<file path="config.mk">
export PLATFORM = sky130hd
export DESIGN_NAME = dha_sqrt_cell
export DESIGN_NICKNAME = d
export VERILOG_FILES = /design/src/rtl/core/dha_pkg.sv /design/src/rtl/core/dha_sqrt_cell.sv
export SDC_FILE = /design/constraint.sdc
export NUM_CORES = 1
export LEC_CHECK = 0
export BUFFER_PORTS_ARGS = -buffer_cell sky130_fd_sc_hd__buf_2
export CORE_AREA = 2 2 216 218
export DETAILED_ROUTE_END_ITERATION = 8
export DIE_AREA = 0 0 218 220
export PLACE_DENSITY = 0.49
export SLEW_MARGIN = 40
export SYNTH_ARGS = -nofsm -noshare
export SYNTH_HDL_FRONTEND = slang
export SYNTH_SLANG_ARGS = --single-unit
</file>
<file path="constraint.sdc">
create_clock -name clk -period 10.1 [get_ports clk]
set_input_delay 2.02 -clock clk [delete_from_list [all_inputs] [get_ports clk]]
set_output_delay 2.02 -clock clk [all_outputs]
set_load 0.02 [all_outputs]
</file>
<file path="src/rtl/core/dha_pkg.sv">
`default_nettype none
package dha_pkg;

  // coordinate and output formats
  localparam int CW        = 18;
  localparam int AFB       = 13;
  localparam int AW        = 16;
  localparam int ACC_FRAC  = 50;
  localparam int CSTEPS    = 52;
  localparam int NORM_BITS = 60;

  // derived widths
  localparam int PW   = 2 * CW;          // coordinate product
  localparam int TW   = PW + 1;          // cross product component
  localparam int DMW  = 2 * TW;          // |t1.t2|
  localparam int DW   = DMW + 2;         // signed t1.t2
  localparam int MMW  = TW + CW;         // |(a x b).c|
  localparam int MW   = MMW + 2;         // signed mixed product
  localparam int B2W  = 2 * CW;          // |b|^2
  localparam int SW   = CW + 32;         // sqrt(|b|^2 * 2^64)
  localparam int RW   = SW + 3;          // square root remainder
  localparam int YW   = SW + MMW;        // |b| * |m|
  localparam int NW   = DMW + 32;        // common frame for x and y
  localparam int NSH  = $clog2(NW);      // normalizer stages
  localparam int CXW  = NORM_BITS + 3;   // rotator x and y
  localparam int ZW   = ACC_FRAC + 3;    // angle accumulator
  localparam int SH   = ACC_FRAC - AFB;  // accumulator to output shift
  localparam int RRW  = ZW + 1 - SH;     // rounded magnitude
  localparam int SIW  = $clog2(CSTEPS);  // rotator step index

  typedef logic signed [CW-1:0] coord_t;

  typedef struct packed {
    logic degen;
    logic dneg;
    logic mneg;
    logic zero;
  } flags_t;

  typedef struct packed {
    flags_t          fl;
    logic [DMW-1:0]  dotm;
    logic [MMW-1:0]  mmag;
  } side_t;

  typedef struct packed {
    logic [B2W-1:0] rad;
    logic [RW-1:0]  rem;
    logic [SW-1:0]  root;
    side_t          side;
  } sq_t;

  typedef struct packed {
    logic signed [CXW-1:0] x;
    logic signed [CXW-1:0] y;
    logic signed [ZW-1:0]  z;
    flags_t                fl;
  } cord_t;

  typedef logic [ZW-1:0] atan_tab_t [CSTEPS];

  // long division by shift and subtract, for building the constant tables
  function automatic logic [63:0] udiv64(input logic [63:0] n, input logic [63:0] d);
    logic [63:0] q;
    logic [64:0] r;
    q = '0;
    r = '0;
    for (int k = 63; k >= 0; k--) begin
      r = {r[63:0], n[k]};
      if (r >= {1'b0, d}) begin
        r    = r - {1'b0, d};
        q[k] = 1'b1;
      end
    end
    return q;
  endfunction

  // atan(2^-i) * 2^62 by series, i >= 1
  function automatic logic [63:0] atan_pow2(input int i);
    logic [63:0] sum;
    logic [63:0] term;
    int e;
    sum = '0;
    for (int k = 0; k < 63; k++) begin
      e = i * (2 * k + 1);
      if (e <= 62) begin
        term = udiv64(64'd1 << (62 - e), 64'(2 * k + 1));
        if (k[0]) sum = sum - term;
        else sum = sum + term;
      end
    end
    return sum;
  endfunction

  // atan(1/3) * 2^62 by series
  function automatic logic [63:0] atan_third();
    logic [63:0] one;
    logic [63:0] pw;
    logic [63:0] sum;
    logic [63:0] term;
    logic done;
    one  = 64'd1 << 62;
    pw   = 64'd3;
    sum  = '0;
    done = 1'b0;
    for (int k = 0; k < 40; k++) begin
      if (!done) begin
        term = udiv64(udiv64(one, pw), 64'(2 * k + 1));
        if (k[0]) sum = sum - term;
        else sum = sum + term;
        if (term == 64'd0 || pw > udiv64(one, 64'd9)) done = 1'b1;
        else pw = pw * 64'd9;
      end
    end
    return sum;
  endfunction

  function automatic logic [63:0] quarter_pi();
    return atan_pow2(1) + atan_third();
  endfunction

  function automatic atan_tab_t atan_table();
    atan_tab_t t;
    logic [63:0] v;
    for (int i = 0; i < CSTEPS; i++) begin
      v = (i == 0) ? quarter_pi() : atan_pow2(i);
      t[i] = ZW'((v + (64'd1 << (61 - ACC_FRAC))) >> (62 - ACC_FRAC));
    end
    return t;
  endfunction

  localparam logic [63:0] PI62   = quarter_pi() << 2;
  localparam logic [63:0] PI_ACC = (PI62 + (64'd1 << (61 - ACC_FRAC))) >> (62 - ACC_FRAC);
  localparam logic [63:0] PI_OUT = (PI62 + (64'd1 << (61 - AFB))) >> (62 - AFB);
  localparam atan_tab_t   ATAN_TAB = atan_table();

endpackage
`default_nettype wire

</file>
<file path="src/rtl/core/dha_sqrt_cell.sv">
`default_nettype none
module dha_sqrt_cell (
  input  logic         clk,
  input  logic         rst,
  input  logic         adv,
  input  logic         in_valid,
  input  dha_pkg::sq_t in_data,
  output logic         out_valid,
  output dha_pkg::sq_t out_data
);
  import dha_pkg::*;

  logic [RW-1:0] acc;
  logic [RW-1:0] trial;
  logic          ge;
  sq_t           nxt;

  // one root bit: bring down two radicand bits, try the next digit
  assign acc   = {in_data.rem[RW-3:0], in_data.rad[B2W-1 -: 2]};
  assign trial = RW'({in_data.root, 2'b01});
  assign ge    = (acc >= trial);

  always_comb begin
    nxt      = in_data;
    nxt.rad  = {in_data.rad[B2W-3:0], 2'b00};
    nxt.rem  = ge ? (acc - trial) : acc;
    nxt.root = {in_data.root[SW-2:0], ge};
  end

  always_ff @(posedge clk) begin
    if (rst) begin
      out_valid <= 1'b0;
    end else if (adv) begin
      out_valid <= in_valid;
    end
  end

  always_ff @(posedge clk) begin
    if (adv) begin
      out_data <= nxt;
    end
  end

endmodule
`default_nettype wire

</file>
; Yosys cells after proc, flatten, opt, wreduce, memory -nomap -nowiden
; Cells that the tools add are included.
[op_classes]
n_mux = 1
order_cmp = 1
addsub = 1
[ops]
columns = cell, n
row1 = 53-bit by 52-bit >= comparator with 1-bit output, 1
row2 = 53-bit 2-to-1 mux, 1
row3 = 53-bit by 52-bit subtractor with 53-bit output, 1
[word_totals]
register_bits = 271
out_inout_bits = 273
inputBits = 276
elab_cells = 13

; Depth between registers and ports, before layout
[logic_depth]
word_depth = 2
ltp_mapped = 14
mapped_depth_nobuf = 11

; Least setup slack after synthesis
; OpenSTA, ideal clock, no wires.
[synth_path]
path_type = input port to flip-flop
start = input port in_data[135] in the netlist's numbering
end = register out_data[204] in the netlist's numbering (data pin)
stages = 12
path_buffers = 2
setup_time_ns = 0.262
required_ns = 9.838
setup_slack_ns = 5.474
t_arrival_ns = 4.364
cell_sequence = inv_1 ha_1 or3_1 o22a_2 a211oi_4 o21ai_2 a21o_2 a21oi_4 o41a_4 buf_8 buf_6 mux2_1
[synth_lines]
columns = element, line_no
row1 = from (decl), dha_sqrt_cell.sv:7  ; input dha_pkg::sq_t in_data,
row2 = to (signal assigned), dha_sqrt_cell.sv:40  ; out_data <= nxt;
row3 = to (decl), dha_sqrt_cell.sv:9  ; output dha_pkg::sq_t out_data

==> reports/metrics.csv <==
stage,metric,value,unit
clock_network,CTS Buf Count,34,
sta,max-slew violations,0,
place,Post-DP Area,0.0153,mm^2
clock_network,clock sinks,271,
grt,initial antenna violation count,16,
setup_path,CP most frequent cell,o21ai_0,
floorplan,cell row count,79,
power,cell area power density,195,mW/mm^2
synthesis,Yosys cell types,66,
grt,grt ovf,0,
status,outcome,finished clean,
synthesis,ys flop type,edfxtp_1,
grt,GR Util All Layers,17.0,%
sta,Max Freq,0.206,GHz
drt,initial DRC count,600,
clock_network,post-CTS sizing,0,
synthesis,largest area contributor in the synthesized netlist,edfxtp_1,
run,Max-Cap Viols,0,
grt,largest net degree at the start of global routing,146,
sta,Fin. Hold Viols,0,
setup_path,CP Max Fanout,5,
cells_and_area,layout cells sized above 1,41.9,%
power,VDD IR max,133,uV
cells_and_area,nets@finish,1769,
floorplan,Die Area,0.0480,mm^2
synthesis,"top cells by area, synth","edfxtp_1 (68%), ha_1 (5.4%), o21ai_0 (3.0%), nand2_1 (2.7%), a21oi_1 (2.7%)",
grt,global-route wire length before repair,59700,um
setup_path,CP bufs+invs,2,
clock_network,"CTS clk-pin slew, worst paths",60,ps
drt,WL per Instance,20.7,um
synthesis,asr flop ratio synth,0,%
sta,Worst Hold Slack,502,ps
setup_path,type of the worst setup path,input pin to register,
place,hpwl dp,34200,um
place,Port Buf Inserts,544,
setup_path,crit start category,input pin,
synthesis,most frequent cells after synthesis,"edfxtp_1 (270), nand2_1 (86), inv_1 (72), o21ai_0 (72), a21oi_1 (64)",
power,Comb pwr share,19.1,%
setup_path,Setup crit end kind,register,
floorplan,chip width,218,um
drt,residual DRC count,0,
synthesis,Syn Area/Cell,13.4,um^2
floorplan,Initial Util,26.1,%
floorplan,number of I/O pins,549,
sta,Worst slew margin,53.2,%
drt,via count,9318,
clock_network,CTS tree,yes,
min_path,HP Class,register to register,
setup_path,crit path launch,in_data[141],
clock_network,postcts setup bufs,0,
setup_path,"Slowest-stage cell, CP",a22oi_1,
clock_network,depth of the CTS H-tree,2,
synthesis,post-synth top area share,67.6,%
drt,Vias/cell,4.48,
synthesis,synth warn,0,
sta,final worst setup slack,5240,ps
clock_network,hold_buf cts,0,
power,Net Sw Power,0.000924,W
clock_network,root buf cell,clkbuf_16,
drt,Final ANT Viol Nets,0,
setup_path,critical path arrival,5210,ps
place,Post-Place Worst Slack,4690,ps
setup_path,"Critical Path, Cell by Cell",buf_2 -> inv_1 -> ha_1 -> a21oi_1 -> and2b_1 -> o21ai_0 -> nor4_1 -> o21ai_0 -> a22oi_1 -> nor4b_1 -> a41o_1 -> o31ai_1,
power,sequential share of power,43.2,%
place,placer's final routability congestion estimate,0.836,
cells_and_area,final instance area,0.0165,mm^2
power,clock power share,37.7,%
drt,router iterations before antenna repair,4,
min_path,min-delay src,out_valid$_SDFFE_PP0P_,
setup_path,Required @ worst endpoint,10450,ps
clock_network,clock buffer depth,3,
setup_path,critical path's largest stage delay,610,ps
setup_path,crit-path leading delay family,compound AO/OA/AOI/OAI gates,
synthesis,Post-synth EDFFs,270,
synthesis,synthesized area,0.0120,mm^2
grt,vias in the first global route,9151,
power,leakage,7.12,nW
sta,setup TNS,0,ps
synthesis,sequential fraction of the synthesis area,67.8,%
setup_path,worst r2r src,out_valid$_SDFFE_PP0P_,
sta,RSZ-0062 raised after global routing,false,
synthesis,most frequent cell after synthesis,edfxtp_1,
cells_and_area,Area Growth Syn to Fin,37.7,%
clock_network,Clock Latency Late Sink,530,ps
power,sw frac,28.7,%
sta,clk_skew,0,ps
synthesis,Cells after Synth,894,
floorplan,Die Ht,220,um
sta,final period utilization,48.1,%
power,internal power,0.00229,W
floorplan,core area,0.0459,mm^2
drt,final wirelength,43000,um
sta,min Tclk post-route,4860,ps
sta,Least-Margin Pin Slew,702,ps
sta,"Setup violations, final",0,
synthesis,#FFs+latches synth,271,
==> path summary, 6_finish.rpt <==
check / endpoint / slack, ps / depth (start not counted)
worst max-delay path: out_data[230]$_DFFE_PP_ / 5240 / 12
worst min-delay path: out_valid$_SDFFE_PP0P_ / 500 / 2
worst max register to register: out_valid$_SDFFE_PP0P_ / 9520 / 2
worst min register to register: out_valid$_SDFFE_PP0P_ / 500 / 2
==> registers in the layout (all words and copies together), names as in the netlist <==
name / flops
out_valid: 1
out_data: 270
==> routing by layer <==
metal | vias up | GRT usage [%] | wire [um]
li1 | 4441 | - | -
met1 | 4428 | 19.1 | 16400
met2 | 354 | 29.2 | 21200
met3 | 71 | 7.27 | 4240
met4 | 24 | 4.90 | 991
met5 | - | 0 | 148
==> logic make-up (layout without fill, tap and decap cells) <==
logic type / after synthesis / in the layout / synth area share (%)
DFF: 271 / 271 / 67.8
xor gates and xnor gates: 46 / 46 / 3.36
other: 1 / 8 / 0.0313
muxes: 6 / 6 / 0.564
buffers and inverters: 111 / 683 / 3.98
adders and majority gates: 52 / 52 / 5.43
AOI/OAI and AO/OA: 223 / 223 / 11.6
and+or+nand+nor: 184 / 184 / 7.25
==> worst min-delay path, stage by stage (launching register included) <==
cell and delay [ps]:
dfxtp_1 320, mux2i_1 60, nor2_1 80
==> layout by cell type, fill, tap and decap left out, types with 7 or more instances in the layout <==
master / n
inv_1: 72
ha_1: 52
o21bai_1: 11
edfxtp_1: 270
a21oi_1: 64
a21o_1: 14
nand2_1: 86
nor2_1: 23
o21a_1: 8
buf_2: 543
clkinv_2: 7
nand4_1: 20
xnor2_1: 27
clkbuf_16: 35
xor2_1: 19
o21ai_0: 72
nand3_1: 14
o31ai_1: 7
nor3_1: 9
==> cell type report <==
type / instances / area [um^2]
Multi-Input combinational cell: 513 / 3390
Clock inverter: 22 / 216
Clock buffer: 40 / 895
Timing Repair Buffer: 548 / 2830
Sequential cell: 271 / 8130
Inverter: 73 / 274
Antenna cell: 6 / 15.0
Fill cell: 4605 / 29400
Tap cell: 607 / 759
==> metrics by stage <==
stage | std cells | power [W] | utilization (%)
after floorplan | 895 | 0.00176 | -
after global placement | 2009 | 0.00203 | 33.4
after detailed placement | 2011 | 0.00203 | 33.5
after CTS | 2073 | 0.00327 | 35.9
after global routing | 2075 | 0.00337 | 36.0
final | 2080 | 0.00322 | 36.0
==> power groups by stage <==
stage	clock, W	combinational, W	sequential [W]
2_1_floorplan	0	0.000207	0.00156
3_3_place_gp	0	0.000614	0.00141
3_5_place_dp	0	0.000619	0.00141
4_1_cts	0.00126	0.000622	0.00139
5_1_grt	0.00130	0.000667	0.00140
6_report	0.00121	0.000613	0.00139
Note: power is estimated with default switching activity, not from simulation.
